==> src/rtl/assert_macros.svh <==
// Assertion macros shared by the deframer RTL files.
`ifndef ASSERT_MACROS_SVH
`define ASSERT_MACROS_SVH
`ifndef SYNTHESIS
// Check a property on every clock edge outside reset.
`define ASSERT_PROP(lbl, clk, rst_n, prop) \
    lbl: assert property (@(posedge clk) disable iff (!rst_n) prop) \
        else $error("assertion failed");
// Check that a condition never holds outside reset.
`define ASSERT_NEVER(lbl, clk, rst_n, cond) \
    lbl: assert property (@(posedge clk) disable iff (!rst_n) !(cond)) \
        else $error("forbidden condition seen");
`else
`define ASSERT_PROP(lbl, clk, rst_n, prop)
`define ASSERT_NEVER(lbl, clk, rst_n, cond)
`endif
`endif

==> src/rtl/trd_pkg.sv <==
// Types, constants and helper functions of the tracker reply deframer.
package trd_pkg;

    // Packet headers and address bytes
    localparam logic [7:0] HdrTrack  = 8'hBB;
    localparam logic [7:0] AddrTrack = 8'h01;
    localparam logic [7:0] HdrZoom   = 8'h90;
    localparam logic [7:0] AddrZoom  = 8'h50;

    // Byte position of the last byte in each packet kind
    localparam logic [2:0] LastTrack = 3'd7;
    localparam logic [2:0] LastZoom  = 3'd6;

    // Bit of the status byte that marks a held target
    localparam int HeldBit = 1;

    // Register reset values
    localparam logic [7:0] LostLimitRst      = 8'd90;
    localparam logic [7:0] NotifyIntervalRst = 8'd11;

    // Zoom position table
    localparam int ZoomSteps = 41;
    localparam int ZoomMax   = 29;

    typedef logic [15:0] t_zoom_rom [ZoomSteps];

    localparam t_zoom_rom ZoomRom = '{
        16'h0000, 16'h16A1, 16'h2063, 16'h2628, 16'h2A1D, 16'h2D13, 16'h2F6D, 16'h3161,
        16'h330D, 16'h3486, 16'h35D7, 16'h3709, 16'h3820, 16'h3920, 16'h3A0A, 16'h3ADD,
        16'h3B9C, 16'h3C46, 16'h3CDC, 16'h3D60, 16'h3DD4, 16'h3E39, 16'h3E90, 16'h3EDC,
        16'h3F1E, 16'h3F57, 16'h3F8A, 16'h3FB6, 16'h3FDC, 16'h4000, 16'h6000, 16'h6A80,
        16'h7000, 16'h7300, 16'h7540, 16'h76C0, 16'h7800, 16'h78C0, 16'h7980, 16'h7A00,
        16'h7AC0
    };

    // Twice the midpoint between a table step and the one below it
    function automatic logic [16:0] zoom_mid(input int idx);
        return {1'b0, ZoomRom[idx - 1]} + {1'b0, ZoomRom[idx]};
    endfunction

    // Configuration register indexes
    typedef enum logic {
        REG_LOST_LIMIT      = 1'b0,
        REG_NOTIFY_INTERVAL = 1'b1
    } t_reg_idx;

    // Result kinds
    typedef enum logic [1:0] {
        EV_TRACKED = 2'd0,
        EV_LOST    = 2'd1,
        EV_ZOOM    = 2'd2
    } t_event_kind;

    typedef struct packed {
        logic [7:0] lost_limit;
        logic [7:0] notify_interval;
    } t_cfg;

    // View of the packet that the current byte completes
    typedef struct packed {
        logic               done;
        logic               is_zoom;
        logic [7:0]         addr;
        logic signed [15:0] x;
        logic signed [15:0] y;
        logic               held;
        logic [15:0]        zpos;
    } t_frame;

    typedef struct packed {
        logic               valid;
        t_event_kind        event_kind;
        logic signed [15:0] offset_x;
        logic signed [15:0] offset_y;
        logic               notify_gimbal;
        logic               send_stop;
        logic [4:0]         zoom_index;
    } t_result;

endpackage

==> src/rtl/trd_in_if.sv <==
// Input channel: one received byte per transaction.
interface trd_in_if;
    logic       valid;
    logic       ready;
    logic [7:0] rx_byte;
    logic       tracker_in_charge;

    modport source (output valid, rx_byte, tracker_in_charge, input ready);
    modport sink (input valid, rx_byte, tracker_in_charge, output ready);
endinterface

==> src/rtl/trd_out_if.sv <==
// Output channel: one tracker or zoom event per transaction.
interface trd_out_if;
    logic               valid;
    logic               ready;
    logic [1:0]         event_kind;
    logic signed [15:0] offset_x;
    logic signed [15:0] offset_y;
    logic               notify_gimbal;
    logic               send_stop;
    logic [4:0]         zoom_index;

    modport source (output valid, event_kind, offset_x, offset_y, notify_gimbal,
                    send_stop, zoom_index, input ready);
    modport sink (input valid, event_kind, offset_x, offset_y, notify_gimbal,
                  send_stop, zoom_index, output ready);
endinterface

==> src/rtl/trd_cfg.sv <==
// APB-style configuration registers of the deframer.
module trd_cfg
    import trd_pkg::*;
(
    input  logic        i_clk,
    input  logic        i_rst_n,
    input  logic        psel,
    input  logic        penable,
    input  logic        pwrite,
    input  logic [2:0]  paddr,
    input  logic [31:0] pwdata,
    output logic [31:0] prdata,
    output logic        pready,
    output t_cfg        o_cfg
);

    logic [7:0] r_lost_limit;
    logic [7:0] r_notify_interval;
    logic       wr_en;
    t_reg_idx   reg_idx;

    // Decode the word address
    assign reg_idx = t_reg_idx'(paddr[2]);
    assign wr_en   = psel && penable && pwrite;
    assign pready  = 1'b1;

    // Write registers in the access phase
    always_ff @(posedge i_clk) begin
        if (!i_rst_n) begin
            r_lost_limit      <= LostLimitRst;
            r_notify_interval <= NotifyIntervalRst;
        end else if (wr_en) begin
            case (reg_idx)
                REG_LOST_LIMIT:      r_lost_limit      <= pwdata[7:0];
                REG_NOTIFY_INTERVAL: r_notify_interval <= pwdata[7:0];
                default: ;
            endcase
        end
    end

    // Return the addressed register
    always_comb begin
        case (reg_idx)
            REG_LOST_LIMIT:      prdata = {24'd0, r_lost_limit};
            REG_NOTIFY_INTERVAL: prdata = {24'd0, r_notify_interval};
            default:             prdata = '0;
        endcase
    end

    assign o_cfg.lost_limit      = r_lost_limit;
    assign o_cfg.notify_interval = r_notify_interval;

endmodule

==> src/rtl/trd_frame.sv <==
// Byte collector: finds headers, counts packet bytes and holds the payload bytes.
`include "assert_macros.svh"
module trd_frame
    import trd_pkg::*;
(
    input  logic       i_clk,
    input  logic       i_rst_n,
    input  logic       i_accept,
    input  logic [7:0] i_byte,
    output t_frame     o_frame
);

    logic [2:0] r_count;
    logic       r_is_zoom;
    logic [7:0] r_bytes [1:6];

    logic       hdr_ok;
    logic       cur_zoom;
    logic       take;
    logic       last;

    // Open a packet on a known header, else stay in the current one
    always_comb begin
        hdr_ok   = (i_byte == HdrTrack) || (i_byte == HdrZoom);
        cur_zoom = (r_count == '0) ? (i_byte == HdrZoom) : r_is_zoom;
        take     = (r_count != '0) || hdr_ok;
        last     = cur_zoom ? (r_count == LastZoom) : (r_count == LastTrack);
    end

    // Advance the byte counter
    always_ff @(posedge i_clk) begin
        if (!i_rst_n) begin
            r_count   <= '0;
            r_is_zoom <= 1'b0;
        end else if (i_accept && take) begin
            if (r_count == '0) begin
                r_is_zoom <= cur_zoom;
            end
            r_count <= last ? '0 : r_count + 3'd1;
        end
    end

    // Capture the payload bytes; the header and the trailing byte of a track packet are not kept
    always_ff @(posedge i_clk) begin
        for (int i = 1; i <= 6; i++) begin
            if (i_accept && (r_count == 3'(i))) begin
                r_bytes[i] <= i_byte;
            end
        end
    end

    // All fields of a completed packet come from stored bytes
    always_comb begin
        o_frame.done    = take && last;
        o_frame.is_zoom = cur_zoom;
        o_frame.addr    = r_bytes[1];
        o_frame.x       = $signed({r_bytes[3], r_bytes[2]});
        o_frame.y       = $signed({r_bytes[5], r_bytes[4]});
        o_frame.held    = r_bytes[6][HeldBit];
        o_frame.zpos    = {r_bytes[2][3:0], r_bytes[3][3:0], r_bytes[4][3:0],
                           r_bytes[5][3:0]};
    end

    `ASSERT_PROP(a_count_wraps_on_done, i_clk, i_rst_n, i_accept && o_frame.done |=> r_count == '0)

endmodule

==> src/rtl/trd_zoom.sv <==
// Nearest zoom table step by parallel compare against constant midpoints.
module trd_zoom
    import trd_pkg::*;
(
    input  logic [15:0] i_pos,
    output logic [4:0]  o_index
);

    logic [16:0] pos2;
    logic [4:0]  idx;

    // Step i wins once the position reaches the midpoint below it (ties go up)
    always_comb begin
        pos2 = {i_pos, 1'b0};
        idx  = '0;
        for (int i = 1; i <= ZoomMax; i++) begin
            if (pos2 >= zoom_mid(i)) begin
                idx = 5'(i);
            end
        end
        o_index = idx;
    end

endmodule

==> src/rtl/trd_event.sv <==
// Tracking state and result building for completed packets.
`include "assert_macros.svh"
module trd_event
    import trd_pkg::*;
(
    input  logic    i_clk,
    input  logic    i_rst_n,
    input  logic    i_accept,
    input  t_frame  i_frame,
    input  logic    i_in_charge,
    input  t_cfg    i_cfg,
    output t_result o_res
);

    logic       r_tracing;
    logic [7:0] r_miss;
    logic [7:0] r_notify_cnt;
    logic       n_tracing;
    logic [7:0] n_miss;
    logic [7:0] n_notify_cnt;
    logic [4:0] zoom_index;

    trd_zoom u_zoom (
        .i_pos   (i_frame.zpos),
        .o_index (zoom_index)
    );

    // Build the result and the next tracking state
    always_comb begin
        o_res        = '0;
        n_tracing    = r_tracing;
        n_miss       = r_miss;
        n_notify_cnt = r_notify_cnt;
        if (i_frame.done) begin
            if (!i_frame.is_zoom) begin
                if (i_frame.addr == AddrTrack) begin
                    if (i_frame.held) begin
                        n_tracing        = 1'b1;
                        n_miss           = '0;
                        o_res.valid      = 1'b1;
                        o_res.event_kind = EV_TRACKED;
                        o_res.offset_x   = i_frame.x;
                        o_res.offset_y   = i_frame.y;
                        if (r_notify_cnt < i_cfg.notify_interval) begin
                            n_notify_cnt = r_notify_cnt + 8'd1;
                        end else begin
                            n_notify_cnt        = '0;
                            o_res.notify_gimbal = 1'b1;
                        end
                    end else if (r_tracing) begin
                        n_miss = r_miss + 8'd1;
                        if (r_miss >= i_cfg.lost_limit) begin
                            n_tracing           = 1'b0;
                            o_res.valid         = 1'b1;
                            o_res.event_kind    = EV_LOST;
                            o_res.notify_gimbal = 1'b1;
                            o_res.send_stop     = i_in_charge;
                        end
                    end
                end
            end else if (i_frame.addr == AddrZoom) begin
                o_res.valid      = 1'b1;
                o_res.event_kind = EV_ZOOM;
                o_res.zoom_index = zoom_index;
            end
        end
    end

    // Commit tracking state on each accepted byte
    always_ff @(posedge i_clk) begin
        if (!i_rst_n) begin
            r_tracing    <= 1'b0;
            r_miss       <= '0;
            r_notify_cnt <= '0;
        end else if (i_accept) begin
            r_tracing    <= n_tracing;
            r_miss       <= n_miss;
            r_notify_cnt <= n_notify_cnt;
        end
    end

    `ASSERT_PROP(a_loss_ends_trace, i_clk, i_rst_n, i_accept && o_res.valid && o_res.event_kind == EV_LOST |=> !r_tracing)
    `ASSERT_PROP(a_track_starts_trace, i_clk, i_rst_n, i_accept && o_res.valid && o_res.event_kind == EV_TRACKED |=> r_tracing && r_miss == '0)
    `ASSERT_PROP(a_loss_fields, i_clk, i_rst_n, o_res.valid && o_res.event_kind == EV_LOST |-> o_res.offset_x == '0 && o_res.offset_y == '0 && o_res.notify_gimbal)
    `ASSERT_NEVER(a_stop_only_on_loss, i_clk, i_rst_n, o_res.send_stop && o_res.event_kind != EV_LOST)

endmodule

==> src/rtl/tracker_reply_deframer.sv <==
// Top level of the tracker reply deframer.
//
//  channel   direction  transaction     payload
//  i_in      in         one byte        rx_byte, tracker_in_charge
//  o_out     out        one event       event_kind, offset_x, offset_y,
//                                       notify_gimbal, send_stop, zoom_index
//  apb       in/out     register write  psel, penable, pwrite, paddr, pwdata
//
// One byte per cycle unless o_out stalls. A packet's event appears on o_out in
// the cycle after its last byte is taken; all packet fields are read from stored
// bytes, so the path is the zoom midpoint compare and the result register.
// Synchronous active-low reset clears the byte counter, tracking state and result valid flag.
// o_out stalls hold the result register; i_in keeps flowing while the result
// register is empty or being drained in the same cycle.
module tracker_reply_deframer
    import trd_pkg::*;
(
    input  logic        i_clk,
    input  logic        i_rst_n,
    trd_in_if.sink      i_in,
    trd_out_if.source   o_out,
    input  logic        psel,
    input  logic        penable,
    input  logic        pwrite,
    input  logic [2:0]  paddr,
    input  logic [31:0] pwdata,
    output logic [31:0] prdata,
    output logic        pready
);

    t_cfg    cfg;
    t_frame  frame;
    t_result res;
    t_result r_out;
    logic    r_out_valid;
    logic    accept;

    // Take a byte whenever the result register is free or draining
    assign i_in.ready = !r_out_valid || o_out.ready;
    assign accept     = i_in.valid && i_in.ready;

    trd_cfg u_cfg (
        .i_clk   (i_clk),
        .i_rst_n (i_rst_n),
        .psel    (psel),
        .penable (penable),
        .pwrite  (pwrite),
        .paddr   (paddr),
        .pwdata  (pwdata),
        .prdata  (prdata),
        .pready  (pready),
        .o_cfg   (cfg)
    );

    trd_frame u_frame (
        .i_clk    (i_clk),
        .i_rst_n  (i_rst_n),
        .i_accept (accept),
        .i_byte   (i_in.rx_byte),
        .o_frame  (frame)
    );

    trd_event u_event (
        .i_clk       (i_clk),
        .i_rst_n     (i_rst_n),
        .i_accept    (accept),
        .i_frame     (frame),
        .i_in_charge (i_in.tracker_in_charge),
        .i_cfg       (cfg),
        .o_res       (res)
    );

    // Result valid flag
    always_ff @(posedge i_clk) begin
        if (!i_rst_n) begin
            r_out_valid <= 1'b0;
        end else if (accept) begin
            r_out_valid <= res.valid;
        end else if (o_out.ready) begin
            r_out_valid <= 1'b0;
        end
    end

    // Load the result payload
    always_ff @(posedge i_clk) begin
        if (accept && res.valid) begin
            r_out <= res;
        end
    end

    assign o_out.valid         = r_out_valid;
    assign o_out.event_kind    = r_out.event_kind;
    assign o_out.offset_x      = r_out.offset_x;
    assign o_out.offset_y      = r_out.offset_y;
    assign o_out.notify_gimbal = r_out.notify_gimbal;
    assign o_out.send_stop     = r_out.send_stop;
    assign o_out.zoom_index    = r_out.zoom_index;

endmodule

==> src/flat_wrapper.sv <==
// flat-port wrapper written by rule: the top's interface ports become plain ports
module tracker_reply_deframer_flat import trd_pkg::*;
  (i_clk, i_rst_n, psel, penable, pwrite, paddr, pwdata, prdata, pready, i_in_valid, i_in_rx_byte, i_in_tracker_in_charge, i_in_ready, o_out_valid, o_out_event_kind, o_out_offset_x, o_out_offset_y, o_out_notify_gimbal, o_out_send_stop, o_out_zoom_index, o_out_ready);
  trd_in_if i_in_i ();
  trd_out_if o_out_i ();
  input  logic i_clk;
  input  logic i_rst_n;
  input  logic psel;
  input  logic penable;
  input  logic pwrite;
  input  logic [2:0] paddr;
  input  logic [31:0] pwdata;
  output logic [31:0] prdata;
  output logic pready;
  input wire logic [$bits(i_in_i.valid)-1:0] i_in_valid;
  input wire logic [$bits(i_in_i.rx_byte)-1:0] i_in_rx_byte;
  input wire logic [$bits(i_in_i.tracker_in_charge)-1:0] i_in_tracker_in_charge;
  output wire logic [$bits(i_in_i.ready)-1:0] i_in_ready;
  output wire logic [$bits(o_out_i.valid)-1:0] o_out_valid;
  output wire logic [$bits(o_out_i.event_kind)-1:0] o_out_event_kind;
  output wire logic [$bits(o_out_i.offset_x)-1:0] o_out_offset_x;
  output wire logic [$bits(o_out_i.offset_y)-1:0] o_out_offset_y;
  output wire logic [$bits(o_out_i.notify_gimbal)-1:0] o_out_notify_gimbal;
  output wire logic [$bits(o_out_i.send_stop)-1:0] o_out_send_stop;
  output wire logic [$bits(o_out_i.zoom_index)-1:0] o_out_zoom_index;
  input wire logic [$bits(o_out_i.ready)-1:0] o_out_ready;
  assign i_in_i.valid = i_in_valid;
  assign i_in_i.rx_byte = i_in_rx_byte;
  assign i_in_i.tracker_in_charge = i_in_tracker_in_charge;
  assign i_in_ready = i_in_i.ready;
  assign o_out_valid = o_out_i.valid;
  assign o_out_event_kind = o_out_i.event_kind;
  assign o_out_offset_x = o_out_i.offset_x;
  assign o_out_offset_y = o_out_i.offset_y;
  assign o_out_notify_gimbal = o_out_i.notify_gimbal;
  assign o_out_send_stop = o_out_i.send_stop;
  assign o_out_zoom_index = o_out_i.zoom_index;
  assign o_out_i.ready = o_out_ready;
  tracker_reply_deframer u_core (.i_clk(i_clk), .i_rst_n(i_rst_n), .i_in(i_in_i), .o_out(o_out_i), .psel(psel), .penable(penable), .pwrite(pwrite), .paddr(paddr), .pwdata(pwdata), .prdata(prdata), .pready(pready));
endmodule
==> config.mk <==
export PLATFORM = sky130hd
export DESIGN_NAME = tracker_reply_deframer_flat
export DESIGN_NICKNAME = d
export VERILOG_FILES = /design/src/rtl/trd_pkg.sv /design/src/rtl/trd_in_if.sv /design/src/rtl/trd_out_if.sv /design/src/rtl/trd_cfg.sv /design/src/rtl/trd_frame.sv /design/src/rtl/trd_zoom.sv /design/src/rtl/trd_event.sv /design/src/rtl/tracker_reply_deframer.sv /design/src/flat_wrapper.sv
export VERILOG_INCLUDE_DIRS = /design/src /design/src/rtl
export SDC_FILE = /design/constraint.sdc
export NUM_CORES = 1
export LEC_CHECK = 0
export BUFFER_PORTS_ARGS = -buffer_cell sky130_fd_sc_hd__buf_4
export CAP_MARGIN = 20
export CORE_MARGIN = 1
export CORE_UTILIZATION = 59
export DETAILED_ROUTE_END_ITERATION = 6
export PLACE_DENSITY = 0.9
export SLEW_MARGIN = 10
export SYNTH_ARGS = -nofsm -noshare
export SYNTH_HDL_FRONTEND = slang
export SYNTH_SLANG_ARGS = --single-unit
export TNS_END_PERCENT = 50
==> constraint.sdc <==
create_clock -name i_clk -period 6.1 [get_ports i_clk]
set_input_delay 0.915 -clock i_clk [delete_from_list [all_inputs] [get_ports i_clk]]
set_output_delay 0.915 -clock i_clk [all_outputs]
set_load 0.005 [all_outputs]
After elaboration in Yosys (flattened, before gate mapping)
Memory sizes are Yosys's and may differ from the RTL's.
Index checks and enable logic that the tools add are counted.
Widths: inputs -> output; s select.
{"block": "totals", "out_inout_bits": 76, "wordCells": 189, "ff_bits": 79, "in_bits": 51, "ram_bits": 48, "mem_count": 1}
{"block": "op_classes", "reduce_logical": 36, "muxes": 84, "bitwise_logic": 8, "add_sub_neg": 3, "magnitude_cmp": 31, "eq_ne": 11}
{"name": "u_core.u_frame.r_bytes", "depth": 6, "word_bits": 8, "read_ports": 6, "rd_clocked_by_memory_dff": 0, "write_ports": 1, "line_no": "trd_frame.sv:15", "source": "logic [7:0] r_bytes [1:6];"}
{"operator": "$ge 17x15->1 const B", "count": 27}
{"operator": "$mux 5", "count": 16}
{"operator": "$mux 8", "count": 8}
{"operator": "$pmux 32 s2", "count": 1}
{"operator": "$mux 3", "count": 15}
{"operator": "$mux 42", "count": 1}
{"operator": "$reduce_or 8->1", "count": 5}
{"operator": "$mux 37", "count": 1}
{"operator": "$mux 34", "count": 1}
{"operator": "$mux 32", "count": 1}
{"operator": "$mux 4", "count": 8}
{"operator": "$mux 1", "count": 28}
{"operator": "$ge 17x13->1 const B", "count": 1}
{"operator": "$ge 17x14->1 const B", "count": 1}
{"operator": "$add 8x1->8 const B", "count": 2}
{"operator": "$eq 8x8->1 const B", "count": 2}
{"operator": "$eq 3x3->1 const B", "count": 4}
{"operator": "$logic_and 1x1->1", "count": 12}
{"operator": "$reduce_and 5->1", "count": 2}
{"operator": "$eq 8x1->1 const B", "count": 1}
{"operator": "$eq 8x7->1 const B", "count": 1}
{"operator": "$ge 8x8->1", "count": 1}
{"operator": "$lt 8x8->1", "count": 1}
{"operator": "$mux 2", "count": 4}
{"operator": "other kinds (16)", "count": 29}

Depth between registers and ports, before layout
Gate-level depths: netlist of the first run.
An unclocked memory read counts as a cell.
{"block": "depth", "word_depth": 35, "ltp_mapped": 12, "mapped_depth_nobuf": 10}

By module
From an unflattened synthesis of the first run, not the netlist that was laid out.
{"block": "hier_totals", "cells_unflattened": 631, "area_unflattened_um2": 6831.6}
{"mod": "trd_frame", "seq_area_each_um2": 1311.3, "cells_each": 105, "area_per_inst_um2": 1774.2, "instances": 1}
{"mod": "trd_event", "seq_area_each_um2": 340.3, "cells_each": 206, "area_per_inst_um2": 1569.0, "instances": 1}
{"mod": "tracker_reply_deframer", "seq_area_each_um2": 1251.2, "cells_each": 47, "area_per_inst_um2": 1302.5, "instances": 1}
{"mod": "trd_zoom", "seq_area_each_um2": 0.0, "cells_each": 170, "area_per_inst_um2": 1191.1, "instances": 1}
{"mod": "trd_cfg", "seq_area_each_um2": 320.3, "cells_each": 103, "area_per_inst_um2": 994.7, "instances": 1}

Worst setup path before layout of the first run
Ideal clock, no wire load.
{"block": "synth_path", "kind": "input port to flip-flop", "startpoint": "in i_in_rx_byte[2]", "endpoint": "reg u_core.r_out (netlist bit u_core.o_out.event_kind[0]) (enable)", "path_buffers": 0, "t_required_ns": 5.701, "setup_time_ns": 0.399, "slack_ns": 2.814, "t_arrival_ns": 2.887, "cell_stages": 5, "cell_sequence": "or4bb_1 > a21o_1 > a21oi_4 > nand4b_1 > nand2_1"}
{"block": "synth_between", "elab_chain_cells": 6, "word_cells_on_any_way": 10, "classes_between": "eq/ne (2); mux (4); reduce/logical (4)"}
{"element": "start: declaration", "line_no": "flat_wrapper.sv:16", "source": "input wire logic [$bits(i_in_i.rx_byte)-1:0] i_in_rx_byte;"}
{"element": "$eq 8x8->1 (on tied branches)", "line_no": "trd_frame.sv:24, trd_frame.sv:25"}
{"element": "$mux 1 / $logic_or 1x1->1 (equally long branches)", "line_no": "trd_frame.sv:25, trd_frame.sv:24"}
{"element": "$mux 1 / $logic_or 1x1->1 (equally long branches)", "line_no": "trd_frame.sv:27, trd_frame.sv:26"}
{"element": "$logic_and 1x1->1", "line_no": "trd_frame.sv:54", "source": "o_frame.done = take && last;"}
{"element": "$mux 42 (*)", "line_no": "trd_event.sv:34", "source": "if (i_frame.done) begin"}
{"element": "$logic_and 1x1->1 (*)", "line_no": "tracker_reply_deframer.sv:86", "source": "if (accept && res.valid) begin"}
{"element": "end signal: assignment", "line_no": "tracker_reply_deframer.sv:87", "source": "r_out <= res;"}
{"element": "end: declaration", "line_no": "tracker_reply_deframer.sv:34", "source": "t_result r_out;"}
Every way passes the cells marked *; elsewhere a longest branch is shown, timed or not.
A chain may end at the register's enable or synchronous reset.

Worst setup path in the final report of the first run
{"block": "layout_path", "startpoint": "reg u_core.u_event.r_miss[0]", "endpoint": "reg u_core.r_out (netlist bit u_core.o_out.offset_x[2]) (enable)"}
{"block": "layout_between", "elab_chain_cells": 8}
{"element": "start: declaration", "line_no": "trd_event.sv:16", "source": "logic [7:0] r_miss;"}
{"element": "start signal: assignment", "line_no": "trd_event.sv:77", "source": "r_miss <= n_miss;"}
{"element": "$ge 8x8->1", "line_no": "trd_event.sv:52", "source": "if (r_miss >= i_cfg.lost_limit) begin"}
{"element": "$mux 3", "line_no": "trd_event.sv:52"}
{"element": "$mux 3", "line_no": "trd_event.sv:50", "source": "end else if (r_tracing) begin"}
{"element": "$mux 3", "line_no": "trd_event.sv:37", "source": "if (i_frame.held) begin"}
{"element": "$mux 37", "line_no": "trd_event.sv:36", "source": "if (i_frame.addr == AddrTrack) begin"}
{"element": "$mux 3", "line_no": "trd_event.sv:35", "source": "if (!i_frame.is_zoom) begin"}
{"element": "$mux 42", "line_no": "trd_event.sv:34"}
{"element": "$logic_and 1x1->1", "line_no": "tracker_reply_deframer.sv:86"}
Every way passes these cells.

==> results.rst, run 1 <==
.. list-table::
   :header-rows: 1

   * - Metric
     - Value
   * - Run status
     - finished clean
   * - Die Y
     - 103.6 µm
   * - DRC
     - 0
   * - Most common cell after layout, fill and taps aside
     - edfxtp_1
   * - Area growth from synthesis to layout
     - 17.70%
   * - Post-place setup slack
     - approximately 2700 ps
   * - Fin crit period
     - 3019 ps
   * - Static leakage power
     - between 2 and 3 nW
   * - Critical Path AT
     - about 3200 ps
   * - Final-report hold violation count
     - 0
   * - Area occupied by multi-input gates
     - 2550 µm²
   * - Area of the placeable core
     - a little under 10000 µm²
   * - Initial Utilization
     - between 60% and 70%
   * - WP depth
     - 10
   * - Nets
     - 746
   * - Instance count after placement with tap cells included
     - roughly 800
   * - Worst slew slack as a fraction of its limit
     - ~31%
   * - Post-detailed-route count of antenna-violating nets
     - 0
   * - Peak ir drop on the vdd network
     - between 150 and 200 µV
   * - Placer's final routability congestion estimate
     - roughly 0.9
   * - Post-CTS Repair Setup Buffers
     - 0
   * - Final max-slew violation count
     - 0
   * - Drt initial violations
     - 391
   * - Slowest library cell on the worst path
     - nand2_2
   * - Count of state elements after synthesis
     - 120
   * - Largest net degree at the start of global routing
     - 43
   * - Share of the clock period used by the worst path
     - 49.49%
   * - Sum of overflow across all layers after global routing
     - 0
   * - Commonest cells after routing, fill and taps aside
     - 82 x edfxtp_1, 76 x buf_4, 74 x nand2_1
   * - Critical path startpoint category
     - flop
   * - Count of maximum capacitance violations
     - 0
   * - Setup skew after layout
     - roughly 6.5 ps
   * - Post-route insts no fill
     - about 820
   * - Filler cell count
     - about 700
   * - Worst path setup slack after routing
     - around 3000 ps
   * - Number of global-route vias before repair
     - around 4700
   * - Wire per inst
     - between 15 and 20 µm
   * - Number of H-tree levels
     - 4
   * - Sequential cell area fraction in the yosys report
     - a little over half
   * - Crit-path leading delay family
     - simple AND/OR/NAND/NOR gates
   * - Clock tree root buffer cell
     - clkbuf_8
   * - Synthesized area divided by synthesized cell count
     - 10.02 µm²
   * - Most common flop cell mapped by yosys
     - edfxtp_1
   * - Layout cells sized above 1
     - about 17%
   * - Area used by sequential logic in the layout
     - about 3200 µm²
   * - Antenna Cells
     - 0
   * - Start point of the worst min-delay path
     - u_core.u_cfg.r_lost_limit[7]$_SDFFE_PN0P_
   * - Crit path buffers/inverters
     - 1
   * - Wire length of the first global-routing pass
     - around 23 mm
   * - FMAX
     - 0.3313 GHz
   * - Register-to-register path setup slack
     - about 3000 ps
   * - Setup CP Type
     - reg -> reg
   * - Critical path endpoint category
     - flop
   * - CTS Buf Count
     - 17
   * - Synth async-reset ratio
     - 0%
   * - Required @ worst endpoint
     - 6250 ps
   * - Distinct cell type count of the synthesized netlist
     - 63
   * - Horizontal die dimension
     - 103.6 µm
   * - Crit-path max cell delay
     - 790 ps
   * - CTS tree
     - done
   * - Worst Hold Endpoint
     - u_core.u_cfg.r_lost_limit[7]$_SDFFE_PN0P_
   * - Setup repair after global routing missed its margin
     - no
   * - Dpl hpwl
     - 9.688 mm
   * - P per Cell Area
     - ~260 nW/µm²
   * - GRT Total Usage
     - 27.44%
   * - Worst-case reg-to-reg path depth
     - 10
   * - Routed via count
     - about 5000
   * - Final wirelength
     - between 10 and 15 mm
   * - Die ar.
     - roughly 11000 µm²
   * - Synthesized instance count
     - a little over 600
   * - Number of synthesized flops with an enable pin
     - just over 80
   * - Cell count of the worst hold path
     - 2
   * - Yosys warning count
     - 0
   * - Detailed Routing Iterations Pass 1
     - 7
   * - Crit-path cells
     - inv_1 -> ha_1 -> nand2b_1 -> nand3_1 -> a21boi_0 -> o211ai_1 -> a21oi_1 -> a21oi_1 -> nand4b_1 -> nand2_2
   * - CP max FO
     - a little over 40
   * - # IOs
     - 127
   * - Final sum of negative setup slack
     - 0 ps
   * - Combined area of all synthesized cells
     - between 6000 and 7000 µm²
   * - Hold bufs inserted after CTS
     - 0
   * - Clock latency of the later-clocked register in the worst-skew pair
     - ~530 ps
   * - Count of port buffers added during placement
     - between 70 and 80
   * - Worst reg2reg path startpoint
     - u_core.u_event.r_miss[0]$_SDFFE_PN0P_
   * - Initial antenna violation count
     - 0
   * - Deepest clock path buffer count
     - 2
   * - Total number of clock tree sinks
     - 120
   * - Row count
     - 36
   * - Hold crit path type
     - reg -> reg
   * - Worst Tran Pin Value
     - about 1000 ps
   * - Reg-to-reg critical path endpoint
     - u_core.o_out.offset_x[2]$_SDFFCE_PP0P_
   * - CP dominant cell by count
     - a21oi_1
   * - Clock transition at path regs
     - ~60 ps
   * - Vias per Instance
     - just over 6
   * - PostCTS Resize Cnt
     - 0
   * - Final setup violation count
     - 0
cell families after synthesis:
kind of cell / count (synthesis) / synth area share (%)
DFF: 120 / 52.88
xor gates and xnor gates: 11 / 1.581
other: 2 / 0.1232
AOI/OAI and AO/OA: 135 / 14.37
muxes: 2 / 0.3695
and+or+nand+nor: 233 / 19.22
adders and majority gates: 23 / 4.722
buffers and inverters: 82 / 6.734
cell usage after synthesis (5+ instances only):
master	instances	area share, %
xnor2_1	7	1.0
nand2_1	75	4.6
nand3_1	16	1.3
and3_1	43	4.4
nor3_1	16	1.3
clkbuf_1	27	1.7
nand2b_1	7	0.72
o21ai_0	29	2.4
nand4_1	9	0.92
a31oi_1	7	0.72
edfxtp_1	82	40
buf_4	25	3.1
a211oi_1	5	0.62
dfxtp_1	38	12
inv_1	27	1.7
nor2_1	41	2.5
o211ai_1	12	1.5
ha_1	23	4.7
a21oi_1	39	3.2
cell type report:
cell class              instances  area share, %
flip-flops and latches        120          44.93
repair buffers                 76          7.954
multi-input cells             429          35.55
inverters                      28          1.465
well taps                     133          2.320
clock buffers                  17          5.774
clock inverters                15          2.006
report_power, final:
part / internal (mW) / switching [mW] / leakage (nW)
combinational: 0.0198 / 0.0291 / 1.55
clock: 0.523 / 0.417 / 0.272
sequential: 0.866 / 0.00180 / 0.958
state kept, by name (all words and copies together) (netlist names):
| register | cells |
|---|---|
| u_core.o_out.offset_y | 16 |
| u_core.u_event.r_miss | 8 |
| u_core.u_cfg.r_lost_limit | 8 |
| u_core.u_cfg.r_notify_interval | 8 |
| u_core.o_out.offset_x | 16 |
| u_core.o_out.valid | 1 |
| u_core.u_frame.r_bytes | 41 |
| u_core.u_event.r_tracing | 1 |
| u_core.o_out.zoom_index | 5 |
| u_core.u_frame.r_count | 3 |
| u_core.o_out.notify_gimbal | 1 |
| u_core.o_out.event_kind | 2 |
| u_core.o_out.send_stop | 1 |
| u_core.u_frame.r_is_zoom | 1 |
| u_core.u_event.r_notify_cnt | 8 |
metrics by stage:
step / area, µm² / util (%) / total power, mW / hold slack, ps
after CTS: 7173 / 72.39 / 1.859 / 471.7
after floorplan: 6181 / - / 0.9174 / 436.3
after global placement: 6615 / 66.76 / 0.9312 / 442.2
final: 7173 / 72.39 / 1.857 / 473.4
after detailed placement: 6615 / 66.76 / 0.9328 / 458.0
after global routing: 7173 / 72.39 / 1.903 / 498.9
metal layers:
metal  up-vias  GRT usage [%]  wire, µm  part of all wire (%)
met5         -              0         0                     0
met4         0          13.66       543                   3.7
met3        45          7.804      1306                   8.9
met2       330          45.88      7192                    49
met1      2308          32.37      5581                    38
li1       2318              -         -                     -
worst register-to-register path, delay by kind of cell, from the launching register on:
| kind | cells | cell delay, ps |
|---|---|---|
| AND/OR/NAND/NOR | 4 | 1180 |
| adder cells (fa/ha/maj) | 1 | 270 |
| flip-flops | 1 | 380 |
| AO/OA/AOI/OAI | 4 | 690 |
| buffers and inverters | 1 | 100 |
worst max-delay path by stage:
stage	startpoint	endpoint	slack, ps
floorplan	i_in_rx_byte[2]	u_core.o_out.event_kind[0]$_SDFFCE_PN0P_	2810
global placement	i_in_rx_byte[1]	u_core.o_out.offset_y[9]$_SDFFCE_PP0P_	2730
detailed placement	i_in_rx_byte[1]	u_core.o_out.offset_y[9]$_SDFFCE_PP0P_	2680
CTS	u_core.u_event.r_miss[0]$_SDFFE_PN0P_	u_core.o_out.offset_y[9]$_SDFFCE_PP0P_	3110
global route	u_core.u_event.r_miss[0]$_SDFFE_PN0P_	u_core.o_out.offset_x[2]$_SDFFCE_PP0P_	2840
finish	u_core.u_event.r_miss[0]$_SDFFE_PN0P_	u_core.o_out.offset_x[2]$_SDFFCE_PP0P_	3080
Note: power is estimated with default switching activity, not from simulation.
==> inputs of run 2 (changes only) <==
CORE_UTILIZATION = 55   (was 59)
PLACE_DENSITY = 0.85   (was 0.9)
clock period = 3.2 ns   (was 6.1 ns; I/O delays follow)
==> results.rst, run 2 (synthesis results as in run 1) <==
.. list-table::
   :header-rows: 1

   * - Metric
     - Value
   * - GRT Total Usage
     - 26.62% (was 27.44%)
   * - PostCTS Resize Cnt
     - 0 (unchanged)
   * - Worst-case reg-to-reg path depth
     - 8 (was 10)
   * - Final max-slew violation count
     - 0 (unchanged)
   * - Total number of clock tree sinks
     - 120 (unchanged)
   * - Required @ worst endpoint
     - 3450 ps (was 6250 ps)
   * - Post-CTS Repair Setup Buffers
     - 0 (unchanged)
   * - CTS tree
     - done (unchanged)
   * - Routed via count
     - 4988 (was 5001)
   * - Count of maximum capacitance violations
     - 0 (unchanged)
   * - Share of the clock period used by the worst path
     - 86.16% (was 49.49%)
   * - Post-route insts no fill
     - 831 (was 818)
   * - Initial Utilization
     - 56.22% (was 61.50%)
   * - FMAX
     - 0.3627 GHz (was 0.3313 GHz)
   * - Post-detailed-route count of antenna-violating nets
     - 0 (unchanged)
   * - Hold bufs inserted after CTS
     - 0 (unchanged)
   * - Critical path startpoint category
     - flop (unchanged)
   * - Antenna Cells
     - 0 (unchanged)
   * - Crit-path max cell delay
     - 670 ps (was 790 ps)
   * - Final wirelength
     - 14.56 mm (was 14.62 mm)
   * - Slowest library cell on the worst path
     - or4_1 (was nand2_2)
   * - Worst slew slack as a fraction of its limit
     - 50.01% (was 31.12%)
   * - Static leakage power
     - 2.829 nW (was 2.783 nW)
   * - Dpl hpwl
     - 9.734 mm (was 9.688 mm)
   * - Drt initial violations
     - 482 (was 391)
   * - Clock tree root buffer cell
     - clkbuf_8 (unchanged)
   * - Critical Path AT
     - 3010 ps (was 3170 ps)
   * - Commonest cells after routing, fill and taps aside
     - 82 x edfxtp_1, 81 x buf_4, 74 x nand2_1 (was 82 x edfxtp_1, 76 x buf_4, 74 x nand2_1)
   * - Peak ir drop on the vdd network
     - 345.9 µV (was 193.9 µV)
   * - Setup CP Type
     - reg -> reg (unchanged)
   * - Clock latency of the later-clocked register in the worst-skew pair
     - 520 ps (was 530 ps)
   * - Cell count of the worst hold path
     - 3 (was 2)
   * - Area growth from synthesis to layout
     - 19.48% (was 17.70%)
   * - Hold crit path type
     - in -> reg (was reg -> reg)
   * - Crit-path cells
     - or4_1 -> a21boi_0 -> o2111ai_1 -> a21oi_1 -> o21bai_1 -> a211oi_1 -> o31a_1 -> o22ai_1 (was inv_1 -> ha_1 -> nand2b_1 -> nand3_1 -> a21boi_0 -> o211ai_1 -> a21oi_1 -> a21oi_1 -> nand4b_1 -> nand2_2)
   * - Final setup violation count
     - 0 (unchanged)
   * - Setup skew after layout
     - 5.651 ps (was 6.530 ps)
   * - P per Cell Area
     - 505.9 nW/µm² (was 258.8 nW/µm²)
   * - Setup repair after global routing missed its margin
     - no (unchanged)
   * - Crit-path leading delay family
     - compound AO/OA/AOI/OAI gates (was simple AND/OR/NAND/NOR gates)
   * - Detailed Routing Iterations Pass 1
     - 6 (was 7)
   * - Clock transition at path regs
     - 60 ps (about the same)
   * - Final sum of negative setup slack
     - 0 ps (unchanged)
   * - Run status
     - finished clean (unchanged)
   * - Sum of overflow across all layers after global routing
     - 0 (unchanged)
   * - Number of global-route vias before repair
     - 4685 (was 4677)
   * - Vias per Instance
     - 6.002 (was 6.114)
   * - Register ranked first by flip-flop count
     - u_core.u_frame.r_bytes (unchanged)
   * - Layout cells sized above 1
     - 18.09% (was 17.37%)
   * - DRC
     - 0 (unchanged)
   * - Critical path endpoint category
     - flop (unchanged)
   * - Area used by sequential logic in the layout
     - 3223 µm² (unchanged)
   * - Worst Tran Pin Value
     - 747.1 ps (was 1030 ps)
   * - Row count
     - 38 (was 36)
   * - Fin crit period
     - 2757 ps (was 3019 ps)
   * - Initial antenna violation count
     - 0 (unchanged)
   * - Horizontal die dimension
     - 107.3 µm (was 103.6 µm)
   * - # IOs
     - 127 (unchanged)
   * - Filler cell count
     - 817 (was 690)
   * - Largest net degree at the start of global routing
     - 36 (was 43)
   * - Number of H-tree levels
     - 4 (unchanged)
   * - CTS Buf Count
     - 17 (unchanged)
   * - Crit path buffers/inverters
     - 0 (was 1)
   * - Instance count after placement with tap cells included
     - 799 (was 786)
   * - Final-report hold violation count
     - 0 (unchanged)
   * - CP max FO
     - 15 (was 41)
   * - Count of port buffers added during placement
     - 75 (unchanged)
   * - Total Power Consumption
     - 3.684 mW (was 1.857 mW)
   * - Deepest clock path buffer count
     - 2 (unchanged)
   * - Area occupied by multi-input gates
     - 2550 µm² (unchanged)
   * - Area of the placeable core
     - 10840 µm² (was 9910 µm²)
   * - Most common cell after layout, fill and taps aside
     - edfxtp_1 (unchanged)
   * - Nets
     - 752 (was 746)
   * - Wire length of the first global-routing pass
     - 23.29 mm (was 23.12 mm)
   * - Wire per inst
     - 17.52 µm (was 17.88 µm)
   * - Placer's final routability congestion estimate
     - 0.8963 (was 0.9008)
   * - Die Y
     - 107.3 µm (was 103.6 µm)
   * - Number of flip-flops under the largest register name
     - 41 (unchanged)
   * - WP depth
     - 8 (was 10)
   * - Die ar.
     - 11510 µm² (was 10740 µm²)
## run 2: cell count changes in the layout (fill, tap and decap cells not counted)
cell | before | now
clkinvlp_4 | 2 | 3
buf_4 | 76 | 81
clkinvlp_2 | 0 | 1
buf_12 | 0 | 1
clkinv_4 | 1 | 0
bufinv_16 | 0 | 3
clkinv_2 | 0 | 1
inv_8 | 6 | 1
## run 2: where the power goes
part	internal (mW)	switching (mW)	total, mW
Clock	1.20	0.734	1.94
Sequential	1.65	0.00339	1.65
Combinational	0.0379	0.0559	0.0938
## run 2: cell type report
type | count | share of cell area [%]
clock buffer | 17 | 5.687
clock inverter | 15 | 2.560
inverter | 28 | 1.443
multi-input combinational | 429 | 35.02
sequential | 120 | 44.26
tap | 140 | 2.405
timing repair buffer | 82 | 8.625
## run 2: metrics by stage
| step | util (%) | cell area (µm²) | hold WS (ps) | setup WS, ps |
|---|---|---|---|---|
| floorplan | - | 6181 | 436.3 | 349.4 |
| detailed placement | 61.63 | 6681 | 458.3 | 283.1 |
| finish | 67.17 | 7282 | 189.7 | 442.9 |
| global placement | 61.63 | 6681 | 442.9 | 394.9 |
| global route | 67.17 | 7282 | 175.5 | 288.5 |
| CTS | 67.17 | 7282 | 176.5 | 477.5 |
## run 2: path summary, 6_finish.rpt
path	to	slack [ps]	startpoint
min	u_core.u_cfg.r_notify_interval[3]$_SDFFE_PN1P_	190	pwdata[3]
max	u_core.o_out.zoom_index[0]$_SDFFCE_PN0P_	440	u_core.u_frame.r_bytes[5][2]$_DFFE_PP_
min reg2reg	u_core.u_cfg.r_lost_limit[2]$_SDFFE_PN0P_	470	u_core.u_cfg.r_lost_limit[2]$_SDFFE_PN0P_
max reg2reg	u_core.o_out.zoom_index[0]$_SDFFCE_PN0P_	440	u_core.u_frame.r_bytes[5][2]$_DFFE_PP_
## run 2: metal layers
metal	wire length, µm	track usage, %	share of wire, %	up-vias
li1	-	-	-	2331
met1	5963	33.67	41	2353
met2	7133	43.96	49	262
met3	1099	5.993	7.5	42
met4	363	11.35	2.5	0
met5	0	0	0	-
## run 2: worst register-to-register path, delay by kind of cell (launching register included)
family	cells	cell delay (ps)
DFF	1	580
and+or+nand+nor	1	680
AOI/OAI and AO/OA	7	1240
